==> config.mk <==
export PLATFORM = sky130hd
export DESIGN_NAME = serial_loaded_bank_mapper_top_flat
export DESIGN_NICKNAME = d
export VERILOG_FILES = /design/src/rtl/core/slbm_pkg.sv /design/src/rtl/core/slbm_req_if.sv /design/src/rtl/core/slbm_rsp_if.sv /design/src/rtl/core/slbm_cfg_if.sv /design/src/rtl/core/serial_loaded_bank_mapper_top.sv /design/src/flat_wrapper.sv
export SDC_FILE = /design/constraint.sdc
export NUM_CORES = 1
export LEC_CHECK = 0
export ABC_AREA = 1
export BUFFER_PORTS_ARGS = -buffer_cell sky130_fd_sc_hd__buf_2
export CORE_MARGIN = 1.5
export CORE_UTILIZATION = 49
export CTS_CLUSTER_SIZE = 16
export DETAILED_ROUTE_END_ITERATION = 10
export PLACE_DENSITY = 0.75
export SLEW_MARGIN = 20
export SYNTH_ARGS = -nofsm -noshare
export SYNTH_HDL_FRONTEND = slang
export SYNTH_SLANG_ARGS = --single-unit
==> constraint.sdc <==
create_clock -name clk -period 1.6 [get_ports clk]
set_clock_uncertainty 0.2 [all_clocks]
set_input_delay 0.16 -clock clk [delete_from_list [all_inputs] [get_ports clk]]
set_output_delay 0.16 -clock clk [all_outputs]
set_load 0.01 [all_outputs]
==> src/rtl/core/slbm_pkg.sv <==
// Shared types and constants for the serial loaded bank mapper.
// No dependencies; imported by the channel interfaces and the top level.
`timescale 1ns / 1ps

package slbm_pkg;

  localparam int AddrW     = 16;
  localparam int DataW     = 8;
  localparam int PrgBankW  = 4;
  localparam int ChrBankW  = 5;
  localparam int CfgIdxW   = 2;
  localparam int CfgDataW  = 3;
  localparam int ShiftW    = 5;
  localparam int CountW    = 3;

  localparam logic [CountW-1:0] LastShift      = CountW'(ShiftW - 1);
  localparam logic [2:0]        PrgBitsMax     = 3'd4;
  localparam logic [2:0]        ChrBitsMax     = 3'd5;
  localparam logic [2:0]        PrgBitsReset   = 3'd3;
  localparam logic [2:0]        ChrBitsReset   = 3'd5;
  localparam logic [1:0]        MirrorReset    = 2'd2;
  localparam logic [1:0]        PrgModeFixLast = 2'd3;

  typedef enum logic [CfgIdxW-1:0] {
    CFG_PRG_BANK_BITS  = 2'd0,
    CFG_CHR_BANK_BITS  = 2'd1,
    CFG_CHR_IS_RAM     = 2'd2,
    CFG_POWER_ON_MIRROR = 2'd3
  } cfg_index_t;

  typedef enum logic [1:0] {
    TGT_CONTROL  = 2'd0,
    TGT_CHR_LOW  = 2'd1,
    TGT_CHR_HIGH = 2'd2,
    TGT_PRG      = 2'd3
  } target_t;

  typedef enum logic [1:0] {
    PRG_MODE_32K_A = 2'd0,
    PRG_MODE_32K_B = 2'd1,
    PRG_MODE_FIX_FIRST = 2'd2,
    PRG_MODE_FIX_LAST  = 2'd3
  } prg_mode_t;

endpackage

==> src/rtl/core/slbm_req_if.sv <==
// Request channel: one processor write to the cartridge area.
// Depends on slbm_pkg for field widths.
`timescale 1ns / 1ps

interface slbm_req_if
  import slbm_pkg::*;
  ();
  logic             valid;
  logic             ready;
  logic [AddrW-1:0] write_address;
  logic [DataW-1:0] write_data;

  modport source (output valid, output write_address, output write_data, input ready);
  modport sink   (input valid, input write_address, input write_data, output ready);
endinterface

==> src/rtl/core/slbm_rsp_if.sv <==
// Result channel: bank numbers and mirroring after each request.
// Depends on slbm_pkg for field widths.
`timescale 1ns / 1ps

interface slbm_rsp_if
  import slbm_pkg::*;
  ();
  logic                valid;
  logic                ready;
  logic [1:0]          mirroring;
  logic [PrgBankW-1:0] prg_bank_first;
  logic [PrgBankW-1:0] prg_bank_second;
  logic [ChrBankW-1:0] chr_bank_first;
  logic [ChrBankW-1:0] chr_bank_second;
  logic                prg_ram_writable;
  logic                register_loaded;

  modport source (output valid, output mirroring, output prg_bank_first,
                  output prg_bank_second, output chr_bank_first, output chr_bank_second,
                  output prg_ram_writable, output register_loaded, input ready);
  modport sink   (input valid, input mirroring, input prg_bank_first,
                  input prg_bank_second, input chr_bank_first, input chr_bank_second,
                  input prg_ram_writable, input register_loaded, output ready);
endinterface

==> src/rtl/core/slbm_cfg_if.sv <==
// Configuration write channel: register index and write data.
// Depends on slbm_pkg for field widths.
`timescale 1ns / 1ps

interface slbm_cfg_if
  import slbm_pkg::*;
  ();
  logic                valid;
  logic                ready;
  logic [CfgIdxW-1:0]  index;
  logic [CfgDataW-1:0] data;

  modport source (output valid, output index, output data, input ready);
  modport sink   (input valid, input index, input data, output ready);
endinterface

==> src/rtl/core/serial_loaded_bank_mapper_top.sv <==
// Serial loaded bank mapper: five-bit serial shifter, bank registers and bank decode.
// Depends on slbm_pkg and the slbm_req_if, slbm_rsp_if, slbm_cfg_if interfaces.
//
//   channel  dir  payload
//   req      in   write_address[15:0], write_data[7:0]
//   rsp      out  mirroring, prg/chr bank numbers, prg_ram_writable, register_loaded
//   cfg      in   index[1:0], data[2:0]
//
// One request per cycle while not stalled; the result is registered for the next cycle.
// Mapper state updates on the request edge and the bank decode feeds the result register.
// req.ready is low only while a result is held and rsp.ready is low.
// cfg.ready is always high. rst is synchronous and restores power-on state.
`timescale 1ns / 1ps

module serial_loaded_bank_mapper_top
  import slbm_pkg::*;
  (
  input  logic      clk,
  input  logic      rst,
  slbm_req_if.sink  req,
  slbm_rsp_if.source rsp,
  slbm_cfg_if.sink  cfg
);

  logic [2:0]          prg_bank_bits;
  logic [2:0]          chr_bank_bits;
  logic                chr_is_ram;

  logic [ShiftW-1:0]   shift_value, shift_value_next;
  logic [CountW-1:0]   shift_count, shift_count_next;
  logic [1:0]          prg_mode, prg_mode_next;
  logic                chr_mode, chr_mode_next;
  logic [PrgBankW-1:0] prg_select, prg_select_next;
  logic [ChrBankW-1:0] chr_select_low, chr_select_low_next;
  logic [ChrBankW-1:0] chr_select_high, chr_select_high_next;
  logic [1:0]          mirror_mode, mirror_mode_next;
  logic                ram_write_enable, ram_write_enable_next;
  logic                loaded;

  logic                req_fire;
  logic                mirror_cfg_wr;
  logic [ShiftW-1:0]   shifted;
  logic [2:0]          prg_bits_eff;
  logic [2:0]          chr_bits_eff;
  logic [PrgBankW-1:0] pmask;
  logic [ChrBankW-1:0] cmask;
  logic [PrgBankW-1:0] pf, ps;
  logic [ChrBankW-1:0] cf, cs;

  assign req.ready = !rsp.valid || rsp.ready;
  assign req_fire  = req.valid && req.ready;
  assign cfg.ready = 1'b1;
  assign mirror_cfg_wr = cfg.valid && (cfg_index_t'(cfg.index) == CFG_POWER_ON_MIRROR);

  // serial load and register update
  always_comb begin
    shift_value_next      = shift_value;
    shift_count_next      = shift_count;
    prg_mode_next         = prg_mode;
    chr_mode_next         = chr_mode;
    prg_select_next       = prg_select;
    chr_select_low_next   = chr_select_low;
    chr_select_high_next  = chr_select_high;
    mirror_mode_next      = mirror_mode;
    ram_write_enable_next = ram_write_enable;
    loaded                = 1'b0;
    shifted = {req.write_data[0], shift_value[ShiftW-1:1]};
    if (req.write_data[DataW-1]) begin
      shift_value_next = '0;
      shift_count_next = '0;
      prg_mode_next    = PrgModeFixLast;
    end else if (shift_count == LastShift) begin
      shift_value_next = '0;
      shift_count_next = '0;
      loaded           = 1'b1;
      case (target_t'(req.write_address[14:13]))
        TGT_CONTROL: begin
          mirror_mode_next = shifted[1:0];
          prg_mode_next    = shifted[3:2];
          chr_mode_next    = shifted[4];
        end
        TGT_CHR_LOW: begin
          chr_select_low_next = shifted;
        end
        TGT_CHR_HIGH: begin
          chr_select_high_next = shifted;
        end
        TGT_PRG: begin
          ram_write_enable_next = !shifted[4];
          prg_select_next       = shifted[3:0];
        end
        default: begin
          prg_select_next = prg_select;
        end
      endcase
    end else begin
      shift_value_next = shifted;
      shift_count_next = shift_count + CountW'(1);
    end
  end

  // bank decode from the updated state
  always_comb begin
    prg_bits_eff = (prg_bank_bits > PrgBitsMax) ? PrgBitsMax : prg_bank_bits;
    chr_bits_eff = (chr_bank_bits > ChrBitsMax) ? ChrBitsMax : chr_bank_bits;
    pmask = PrgBankW'(((PrgBankW+1)'(1) << prg_bits_eff) - (PrgBankW+1)'(1));
    cmask = ChrBankW'(((ChrBankW+1)'(1) << chr_bits_eff) - (ChrBankW+1)'(1));
    case (prg_mode_t'(prg_mode_next))
      PRG_MODE_32K_A, PRG_MODE_32K_B: begin
        pf = {prg_select_next[PrgBankW-1:1], 1'b0} & pmask;
        ps = (pf + PrgBankW'(1)) & pmask;
      end
      PRG_MODE_FIX_FIRST: begin
        pf = '0;
        ps = prg_select_next & pmask;
      end
      default: begin
        pf = prg_select_next & pmask;
        ps = pmask;
      end
    endcase
    if (chr_is_ram) begin
      cf = '0;
      cs = '0;
    end else if (!chr_mode_next) begin
      cf = {chr_select_low_next[ChrBankW-1:1], 1'b0} & cmask;
      cs = (cf + ChrBankW'(1)) & cmask;
    end else begin
      cf = chr_select_low_next & cmask;
      cs = chr_select_high_next & cmask;
    end
  end

  always_ff @(posedge clk) begin
    if (rst) begin
      prg_bank_bits      <= PrgBitsReset;
      chr_bank_bits      <= ChrBitsReset;
      chr_is_ram         <= 1'b0;
      shift_value        <= '0;
      shift_count        <= '0;
      prg_mode           <= PrgModeFixLast;
      chr_mode           <= 1'b0;
      prg_select         <= '0;
      chr_select_low     <= '0;
      chr_select_high    <= '0;
      mirror_mode        <= MirrorReset;
      ram_write_enable   <= 1'b1;
    end else begin
      if (req_fire) begin
        shift_value      <= shift_value_next;
        shift_count      <= shift_count_next;
        prg_mode         <= prg_mode_next;
        chr_mode         <= chr_mode_next;
        prg_select       <= prg_select_next;
        chr_select_low   <= chr_select_low_next;
        chr_select_high  <= chr_select_high_next;
        ram_write_enable <= ram_write_enable_next;
        if (!mirror_cfg_wr) begin
          mirror_mode    <= mirror_mode_next;
        end
      end
      if (cfg.valid) begin
        case (cfg_index_t'(cfg.index))
          CFG_PRG_BANK_BITS:  prg_bank_bits <= cfg.data;
          CFG_CHR_BANK_BITS:  chr_bank_bits <= cfg.data;
          CFG_CHR_IS_RAM:     chr_is_ram    <= cfg.data[0];
          CFG_POWER_ON_MIRROR: begin
            mirror_mode        <= cfg.data[1:0];
          end
          default: chr_is_ram <= chr_is_ram;
        endcase
      end
    end
  end

  always_ff @(posedge clk) begin
    if (rst) begin
      rsp.valid <= 1'b0;
    end else if (req.ready) begin
      rsp.valid <= req.valid;
    end
  end

  always_ff @(posedge clk) begin
    if (req_fire) begin
      rsp.mirroring        <= mirror_mode_next;
      rsp.prg_bank_first   <= pf;
      rsp.prg_bank_second  <= ps;
      rsp.chr_bank_first   <= cf;
      rsp.chr_bank_second  <= cs;
      rsp.prg_ram_writable <= ram_write_enable_next;
      rsp.register_loaded  <= loaded;
    end
  end

  a_count_range: assert property (@(posedge clk) disable iff (rst)
    shift_count <= LastShift)
    else $error("shift count past last bit");

  a_req_gives_rsp: assert property (@(posedge clk) disable iff (rst)
    req_fire |=> rsp.valid)
    else $error("accepted request produced no result");

  a_reset_write_no_load: assert property (@(posedge clk) disable iff (rst)
    req_fire && req.write_data[DataW-1] |=> !rsp.register_loaded && (shift_count == '0))
    else $error("shifter reset write reported a load");

  a_chr_ram_zero: assert property (@(posedge clk) disable iff (rst)
    req_fire && chr_is_ram |=> (rsp.chr_bank_first == '0) && (rsp.chr_bank_second == '0))
    else $error("pattern banks nonzero with pattern RAM");

endmodule

==> src/flat_wrapper.sv <==
// flat-port wrapper written by rule: the top's interface ports become plain ports
module serial_loaded_bank_mapper_top_flat import slbm_pkg::*;
  (clk, rst, req_valid, req_write_address, req_write_data, req_ready, rsp_valid, rsp_mirroring, rsp_prg_bank_first, rsp_prg_bank_second, rsp_chr_bank_first, rsp_chr_bank_second, rsp_prg_ram_writable, rsp_register_loaded, rsp_ready, cfg_valid, cfg_index, cfg_data, cfg_ready);
  slbm_req_if req_i ();
  slbm_rsp_if rsp_i ();
  slbm_cfg_if cfg_i ();
  input  logic clk;
  input  logic rst;
  input wire logic [$bits(req_i.valid)-1:0] req_valid;
  input wire logic [$bits(req_i.write_address)-1:0] req_write_address;
  input wire logic [$bits(req_i.write_data)-1:0] req_write_data;
  output wire logic [$bits(req_i.ready)-1:0] req_ready;
  output wire logic [$bits(rsp_i.valid)-1:0] rsp_valid;
  output wire logic [$bits(rsp_i.mirroring)-1:0] rsp_mirroring;
  output wire logic [$bits(rsp_i.prg_bank_first)-1:0] rsp_prg_bank_first;
  output wire logic [$bits(rsp_i.prg_bank_second)-1:0] rsp_prg_bank_second;
  output wire logic [$bits(rsp_i.chr_bank_first)-1:0] rsp_chr_bank_first;
  output wire logic [$bits(rsp_i.chr_bank_second)-1:0] rsp_chr_bank_second;
  output wire logic [$bits(rsp_i.prg_ram_writable)-1:0] rsp_prg_ram_writable;
  output wire logic [$bits(rsp_i.register_loaded)-1:0] rsp_register_loaded;
  input wire logic [$bits(rsp_i.ready)-1:0] rsp_ready;
  input wire logic [$bits(cfg_i.valid)-1:0] cfg_valid;
  input wire logic [$bits(cfg_i.index)-1:0] cfg_index;
  input wire logic [$bits(cfg_i.data)-1:0] cfg_data;
  output wire logic [$bits(cfg_i.ready)-1:0] cfg_ready;
  assign req_i.valid = req_valid;
  assign req_i.write_address = req_write_address;
  assign req_i.write_data = req_write_data;
  assign req_ready = req_i.ready;
  assign rsp_valid = rsp_i.valid;
  assign rsp_mirroring = rsp_i.mirroring;
  assign rsp_prg_bank_first = rsp_i.prg_bank_first;
  assign rsp_prg_bank_second = rsp_i.prg_bank_second;
  assign rsp_chr_bank_first = rsp_i.chr_bank_first;
  assign rsp_chr_bank_second = rsp_i.chr_bank_second;
  assign rsp_prg_ram_writable = rsp_i.prg_ram_writable;
  assign rsp_register_loaded = rsp_i.register_loaded;
  assign rsp_i.ready = rsp_ready;
  assign cfg_i.valid = cfg_valid;
  assign cfg_i.index = cfg_index;
  assign cfg_i.data = cfg_data;
  assign cfg_ready = cfg_i.ready;
  serial_loaded_bank_mapper_top u_core (.clk(clk), .rst(rst), .req(req_i), .rsp(rsp_i), .cfg(cfg_i));
endmodule
==> results.cfg, run 1 <==
[placed_design]
gp_congestion = 0.847
portBuffers = 37
placed_cell_area_um2 = 3300
dp_hpwl_mm = 4.43

[routing]
firstDrtPassIters = 4
drt_iter0_drc = 185
vias = 2759
routed_wl_mm = 7.72
detail_route.vias_per_cell = 5.23
antenna_left = 0
wl_per_cell_um = 14.6
drcViolationCount = 0

[timing]
post-route-period-util_pct = 114
finalHoldViolCount = 2
setup_tns_ps = -3820
period_minus_slack_ps = 1830
fin_ws_ps = -229
fmax_mhz = 547
rsz0062_at_grt = true
final_max_slew_viol_count = 0
whs_ps = -23.4
setup_viol = 38

[final_layout]
n_antenna_cell = 0
drive_above_1_share_pct = 38.2
area_growth_pct = 43.1
fin_nets = 488
fillers = 371
final_area_um2 = 4030

[grt]
overflow = 0
grt_pass1_wl_mm = 11.9
grt_pass1_vias = 2598
grt_max_degree = 46
antenna_found_initial = 0
grt.total_usage_pct = 25.2

[pwr]
peakVddDrop_uv = 569
leakage_uw = 0.00188
power_density_nw_per_um2 = 838

[synthesis]
syn_area_um2 = 2820
ys_seq_area_share_pct = 48.3
synth_area_per_cell_um2 = 7.65
syn_inst = 368
synth.distinct_cells = 33
yosysWarnings = 0
synth_nets = 405
ys_seq_elements = 57

[clocking]
cts_tree = yes
root_buffer = clkbuf_8
clk_pin_slew_ps = 70
clockBufferDepth = 2
numCtsBuffers = 9
cts_sinks = 57
htree_levels = 3
insertion_delay_ps = 350

[run_status]
outcome = complete, but fails checks
violations = negative hold slack, negative setup slack

[floorplanning]
chipHeight_um = 78.8
die_w_um = 78.8
start_util_pct = 50.8
coreArea_um2 = 5540
row_count = 27
die-area_um2 = 6210
ios = 59

[worst_setup_path]
worst-path-max-fanout = 7
arrival_ps = 1720
cp-start-kind = register
crit_type = reg2reg
cp.required_ps = 1490
critPathCaptureType = register

[job]
cap_violations = 0

[worst_hold_path]
hold_class = in2reg
## area by class of cell
class,instances,area [um2],area share (%)
Clock buffer,11,131,3.26
Multi-Input combinational cell,242,1560,38.8
Sequential cell,57,1360,33.8
Clock inverter,5,22.5,0.559
Timing Repair Buffer,83,637,15.8
Inverter,58,223,5.52
Tap cell,72,90.1,2.23
## power by group
group	leakage, uW	switching [uW]	total [uW]	internal (uW)
Sequential	0.000501	38.7	1650	1610
Clock	0.0000735	568	1110	540
Combinational	0.00131	372	617	245
Total	0.00188	979	3380	2400
## critical path: stages, from the launching register on
cell and delay, ps:
dfxtp_2 320, inv_2 70, ha_4 140, nand2_4 60, nor2_4 150, buf_12 160
buf_8 130, nand4_1 150, nand2_2 130, a21oi_2 70
## Yosys cell counts (all sizes together)
library cell  count  area [um2]
nand2           105         404
inv              57         214
dfxtp            35         701
nand3            34         180
a21oi            33         165
nor2             32         145
edfxtp           22         661
o21ai            12        60.1
buf               9        62.6
nand4             7        68.8
nor3              4        25.0
clkbuf            3        11.3
ha                3        37.5
o211ai            3        22.5
a211oi            1        7.51
and2              1        6.26
clkinv            1        3.75
conb              1        3.75
nand3b            1        7.51
nor2b             1        6.26
nor3b             1        7.51
o21bai            1        7.51
xor2              1        8.76
## placed cells by master, fill, tap and decap left out, drive strengths merged, types with 3 or more instances in the layout
cell,instances
nand2,106
buf,73
inv,57
dfxtp,35
nand3,34
a21oi,33
nor2,32
edfxtp,22
clkbuf,12
o21ai,12
dlygate4sd3,9
nand4,7
clkinv,5
nor3,4
o211ai,3
ha,3
## sequential cells by signal, summed over array words and instances (netlist names), 2 cells and up
register and flops:
u_core.shift_value 4, u_core.prg_select 4, u_core.prg_mode 2, u_core.rsp.prg_bank_first 4, u_core.mirror_mode 2, u_core.rsp.chr_bank_second 5
u_core.chr_select_high 5, u_core.prg_bank_bits 3, u_core.shift_count 3, u_core.rsp.mirroring 2, u_core.chr_bank_bits 3, u_core.rsp.prg_bank_second 4
u_core.rsp.chr_bank_first 5, u_core.chr_select_low 5
## per-stage QoR
step	utilization (%)	cells	total power [uW]	setup WS (ps)
6_report	72.8	528	3380	-229
3_5_place_dp	59.5	491	2160	-180
2_1_floorplan	-	368	1990	-34.1
5_1_grt	72.8	528	3510	-257
4_1_cts	69.6	523	3310	-134
3_3_place_gp	59.5	491	2140	-140
## logic make-up after synthesis
group,count (synthesis),share of synthesized area (%)
AND/OR/NAND/NOR,186,30.2
other,1,0.133
XOR/XNOR,1,0.311
AO/OA/AOI/OAI,50,9.33
flip-flops,57,48.3
buffers and inverters,70,10.4
adder cells (fa/ha/maj),3,1.33
## timing repair
| action | CTS | global route |
|---|---|---|
| hold buffers | 10 | 0 |
| setup endpoints to repair | 34 | 68 |
| cloned | 2 | 1 |
| endpoints found under the hold margin | 14 | 0 |
| resized for setup | 58 | 39 |
| buffers inserted | 4 | 7 |
| pin swaps | 19 | 20 |
## per-layer routing
layer	vias up	part of all wire, %	GRT usage, %
li1	1349	-	-
met1	1286	42	29.9
met2	98	49	40.6
met3	26	6.3	8.28
met4	0	3.3	12.8
met5	-	0	0
## path summary, 6_finish.rpt
kind,cells after the start,start,slack (ps),to
max reg2reg,9,u_core.shift_count[1]$_SDFFE_PP0P_,-230,u_core.rsp.chr_bank_second[0]$_SDFFCE_PP0P_
max,9,u_core.shift_count[1]$_SDFFE_PP0P_,-230,u_core.rsp.chr_bank_second[0]$_SDFFCE_PP0P_
min reg2reg,2,u_core.prg_bank_bits[1]$_SDFFE_PP1P_,290,u_core.prg_bank_bits[1]$_SDFFE_PP1P_
min,3,req_valid,-20,u_core.rsp.valid$_SDFFE_PP0N_
Note: power is estimated with default switching activity, not from simulation.
==> inputs of run 2 (changes only) <==
--- a/config.mk
+++ b/config.mk
@@ -8,10 +8,10 @@
 export ABC_AREA = 1
 export BUFFER_PORTS_ARGS = -buffer_cell sky130_fd_sc_hd__buf_2
 export CORE_MARGIN = 1.5
-export CORE_UTILIZATION = 49
+export CORE_UTILIZATION = 54
 export CTS_CLUSTER_SIZE = 16
 export DETAILED_ROUTE_END_ITERATION = 10
-export PLACE_DENSITY = 0.75
+export PLACE_DENSITY = 0.78
 export SLEW_MARGIN = 20
 export SYNTH_ARGS = -nofsm -noshare
 export SYNTH_HDL_FRONTEND = slang
==> constraint.sdc (replaced) <==
create_clock -name clk -period 1.9 [get_ports clk]
set_clock_uncertainty 0.2 [all_clocks]
set_input_delay 0.19 -clock clk [delete_from_list [all_inputs] [get_ports clk]]
set_output_delay 0.19 -clock clk [all_outputs]
set_load 0.01 [all_outputs]
==> results.cfg, run 2 (synthesis results as in run 1) <==
[run_status]
outcome = finished, final reports clean

[clocking]
clk_pin_slew_ps = 60
cts_sinks = 57
clockBufferDepth = 2
insertion_delay_ps = 330
htree_levels = 3
root_buffer = clkbuf_8
cts_tree = yes
numCtsBuffers = 9

[timing]
fmax_mhz = 559
rsz0062_at_grt = false
post-route-period-util_pct = 94.2
setup_viol = 0
final_max_slew_viol_count = 0
finalHoldViolCount = 0
period_minus_slack_ps = 1790
fin_ws_ps = 110

[routing]
drt_iter0_drc = 137
drcViolationCount = 0
routed_wl_mm = 5.99
wl_per_cell_um = 12.0
vias = 2510
detail_route.vias_per_cell = 5.01
antenna_left = 0
firstDrtPassIters = 4

[worst_setup_path]
worst-path-max-fanout = 8
cp-start-kind = register
arrival_ps = 1680
rr_startpoint = u_core.shift_count[1]$_SDFFE_PP0P_
startpoint = u_core.shift_count[1]$_SDFFE_PP0P_
crit_type = reg2reg
critPathCaptureType = register
cp.required_ps = 1790

[final_layout]
n_antenna_cell = 0
layout_commonest_cell = nand2_1
final_area_um2 = 3470
fillers = 441
final_cell_mix = nand2_1, inv_1, buf_2, dfxtp_1
utilization_pct = 68.4
area_growth_pct = 23.3
fin_nets = 464
layout.cells.non_filler = 501
drive_above_1_share_pct = 20.9

[placed_design]
portBuffers = 37
place_ws_ps = -36.6
dp_hpwl_mm = 4.01
dp_cells = 472
gp_congestion = 0.848
placed_cell_area_um2 = 3100

[grt]
grt_pass1_vias = 2250
grt_pass1_wl_mm = 9.88
grt_max_degree = 46
grt.total_usage_pct = 23.4
overflow = 0
antenna_found_initial = 0

[floorplanning]
chipHeight_um = 75.2
start_util_pct = 55.5
ios = 59
die-area_um2 = 5660
row_count = 26
coreArea_um2 = 5070
die_w_um = 75.2

[worst_hold_path]
hold_class = in2reg
worstHoldStart = cfg_index[0]

[job]
cap_violations = 0

[pwr]
peakVddDrop_uv = 471
leakage_uw = 0.00170
power_density_nw_per_um2 = 783
total_power_uw = 2720
run 2: changes by cell type in the layout (fill, tap and decap cells not counted), moves of 6 or more:
cell     delta
buf_6       -7
buf_4      -14
nand3_2    -11
nand2_4    -11
nand3_4     -6
nand2_1    +28
nand3_1    +17
nand2_2    -17
run 2: worst paths after layout:
kind,to,slack (ps),cells after the start
setup / recovery,u_core.rsp.chr_bank_second[3]$_SDFFCE_PP0P_,110,11
hold / removal,u_core.chr_is_ram$_SDFFE_PP0P_,20,4
setup reg to reg,u_core.rsp.chr_bank_second[3]$_SDFFCE_PP0P_,110,11
hold reg to reg,u_core.prg_bank_bits[1]$_SDFFE_PP1P_,290,2
run 2: cell type report:
| cell class | count | area, um2 | share of cell area [%] |
|---|---|---|---|
| Timing Repair Buffer | 60 | 423 | 12.2 |
| Clock inverter | 2 | 7.51 | 0.216 |
| Sequential cell | 57 | 1360 | 39.2 |
| Clock buffer | 13 | 149 | 4.29 |
| Inverter | 58 | 221 | 6.38 |
| Tap cell | 70 | 87.6 | 2.52 |
| Multi-Input combinational cell | 241 | 1220 | 35.2 |
run 2: metrics by stage:
step	hold slack (ps)	setup TNS (ps)
after global routing	41.2	0
after detailed placement	239	-118
after floorplan	103	0
final	17.5	0
after global placement	236	0
after CTS	3.26	0
run 2: critical path, stage by stage (launching register included):
cell	delay, ps
dfxtp_1	320
inv_2	80
ha_4	140
nand2_4	70
nor2_4	160
buf_12	150
buf_4	110
nand3_1	80
nand2_2	100
nand2_1	50
nand2_1	50
nor2_1	40
run 2: power by group:
part | leakage (uW) | internal, uW | total, uW | switching [uW]
logic | 0.00113 | 153 | 404 | 251
registers | 0.000500 | 1360 | 1390 | 27.1
clock network | 0.0000786 | 494 | 927 | 433
run 2: timing repair:
item                                    4_1_cts  5_1_grt
endpoints found under the setup margin        6       14
setup buffers                                 2        2
endpoints found under the hold margin        14        0
hold buffers                                  9        0
gates cloned                                  0        1
pin swaps                                     1        7
resized for setup                             0       18
run 2: layer usage:
layer	global-route usage (%)	vias up	routed length (um)
li1	-	1297	-
met1	29.9	1129	2720
met2	37.8	75	2790
met3	6.69	9	346
met4	8.93	0	131
met5	0	-	0
==> inputs of run 3 (changes only) <==
--- a/config.mk
+++ b/config.mk
@@ -8,10 +8,10 @@
 export ABC_AREA = 1
 export BUFFER_PORTS_ARGS = -buffer_cell sky130_fd_sc_hd__buf_2
 export CORE_MARGIN = 1.5
-export CORE_UTILIZATION = 54
+export CORE_UTILIZATION = 55
 export CTS_CLUSTER_SIZE = 16
 export DETAILED_ROUTE_END_ITERATION = 10
-export PLACE_DENSITY = 0.78
+export PLACE_DENSITY = 0.79
 export SLEW_MARGIN = 20
 export SYNTH_ARGS = -nofsm -noshare
 export SYNTH_HDL_FRONTEND = slang
==> constraint.sdc (replaced) <==
create_clock -name clk -period 2.25 [get_ports clk]
set_clock_uncertainty 0.2 [all_clocks]
set_input_delay 0.225 -clock clk [delete_from_list [all_inputs] [get_ports clk]]
set_output_delay 0.225 -clock clk [all_outputs]
set_load 0.01 [all_outputs]
==> results.cfg, run 3 (synthesis results as in run 1) <==
[run_status]
outcome = finished, final reports clean

[timing]
final_max_slew_viol_count = 0
tightest_slew_ps = 509
relSlewSlack_pct = 66.1
finalHoldViolCount = 0
rsz0062_at_grt = false
post-route-period-util_pct = 90.6
fmax_mhz = 490
setup_tns_ps = 0
setup_viol = 0
period_minus_slack_ps = 2040
fin_ws_ps = 211

[grt]
overflow = 0
grt_pass1_vias = 2170
grt.total_usage_pct = 23.0
grt_pass1_wl_mm = 9.46
grt_max_degree = 46
antenna_found_initial = 0

[clocking]
clk_pin_slew_ps = 70
insertion_delay_ps = 330
cts_sinks = 57
root_buffer = clkbuf_8
numCtsBuffers = 9
htree_levels = 3
cts_setup_buffers = 0
clockBufferDepth = 2
cts_tree = yes

[final_layout]
seq_area_um2 = 1360
n_antenna_cell = 0
utilization_pct = 68.1
fin_nets = 450
layout.cells.non_filler = 485
layout_commonest_cell = nand2_1
area_growth_pct = 16.5
multiInputGateArea_um2 = 1160
drive_above_1_share_pct = 16.5
final_cell_mix = nand2_1, inv_1, buf_2, dfxtp_1, a21oi_1
fillers = 398

[placed_design]
dp_cells = 464
portBuffers = 37
gp_congestion = 0.855
place_ws_ps = 234
dp_hpwl_mm = 4.11

[routing]
drt_iter0_drc = 178
firstDrtPassIters = 4
vias = 2486
antenna_left = 0
routed_wl_mm = 6.00
detail_route.vias_per_cell = 5.13
drcViolationCount = 0
wl_per_cell_um = 12.4

[pwr]
p_sw_uw = 621
p_seq_share_pct = 49.2
clkPwrFrac_pct = 37.3
swShare_pct = 26.1
p_int_uw = 1760
power_density_nw_per_um2 = 726
peakVddDrop_uv = 416
leakage_uw = 0.00163
comb_power_share_pct = 13.5

[worst_setup_path]
arrival_ps = 1930
r2r_cells = 9
cp.required_ps = 2150
cp-start-kind = register
critPathCaptureType = register
crit_type = reg2reg
worst-path-max-fanout = 16
rrSetupSlack_ps = 210

[floorplanning]
chipHeight_um = 74.6
row_count = 25
start_util_pct = 58.5
ios = 59
coreArea_um2 = 4820
die_w_um = 74.6
die-area_um2 = 5560

[worst_hold_path]
hold_path_depth = 3
hold_class = in2reg

[job]
cap_violations = 0
==> run 3: cell types whose count changed in the layout (fill, tap and decap cells not counted), moves of 2 or more <==
cell and delta:
dlygate4sd3_1 -4, inv_2 -2, inv_1 +2, clkinv_1 +2
nand2_2 -3, buf_4 -8, nand2_1 +5, nand2_4 -2
==> run 3: layout make-up <==
cell class	instances	share of cell area, %
sequential	57	41.5
multi-input combinational	241	35.5
timing repair buffer	46	8.46
inverter	58	6.63
clock buffer	11	4.00
tap	67	2.55
clock inverter	5	1.41
==> run 3: power by group through the flow <==
| stage | registers (uW) | clock network (uW) | logic (uW) |
|---|---|---|---|
| finish | 1170 | 890 | 321 |
| global route | 1180 | 947 | 362 |
| CTS | 1170 | 899 | 320 |
| detailed placement | 1190 | 0 | 311 |
| global placement | 1190 | 0 | 300 |
| floorplan | 1210 | 0 | 200 |
==> run 3: worst max-delay path, cell delays in order (launching register included) <==
cell and delay (ps):
dfxtp_1 330, inv_1 70, ha_1 160, nand2_2 100, nor2_4 310, nand2_1 180, nand2_1 110, nand2_2 120
nor2_1 160, nor2_1 60
==> run 3: metal layers <==
layer / routed length, um / GRT usage (%) / vias to the layer above
li1: - / - / 1271
met2: 2720 / 35.8 / 83
met5: 0 / 0 / -
met3: 335 / 7.18 / 9
met4: 94 / 10.7 / 0
met1: 2850 / 29.3 / 1123
==> run 3: what timing repair did <==
item | CTS | global route
hold endpoints to repair | 8 | 0
gates resized for setup | 0 | 0
hold buffers | 5 | 0
==> run 3: final timing paths <==
path                                                      startpoint                                     endpoint
worst max-delay path              u_core.shift_count[0]$_SDFFE_PP0P_  u_core.rsp.chr_bank_second[2]$_SDFFCE_PP0P_
worst min-delay path                                    cfg_index[1]               u_core.chr_is_ram$_SDFFE_PP0P_
worst max register to register    u_core.shift_count[0]$_SDFFE_PP0P_  u_core.rsp.chr_bank_second[2]$_SDFFCE_PP0P_
worst min register to register  u_core.prg_bank_bits[1]$_SDFFE_PP1P_         u_core.prg_bank_bits[1]$_SDFFE_PP1P_
==> run 3: per-stage QoR <==
| step | hold WS (ps) | power (uW) | instance area (um2) |
|---|---|---|---|
| after global placement | 256 | 1490 | 3050 |
| after detailed placement | 263 | 1500 | 3050 |
| final | 23.6 | 2380 | 3280 |
| after global routing | 42.3 | 2490 | 3280 |
| after floorplan | 138 | 1410 | 2820 |
| after CTS | 19.0 | 2390 | 3280 |
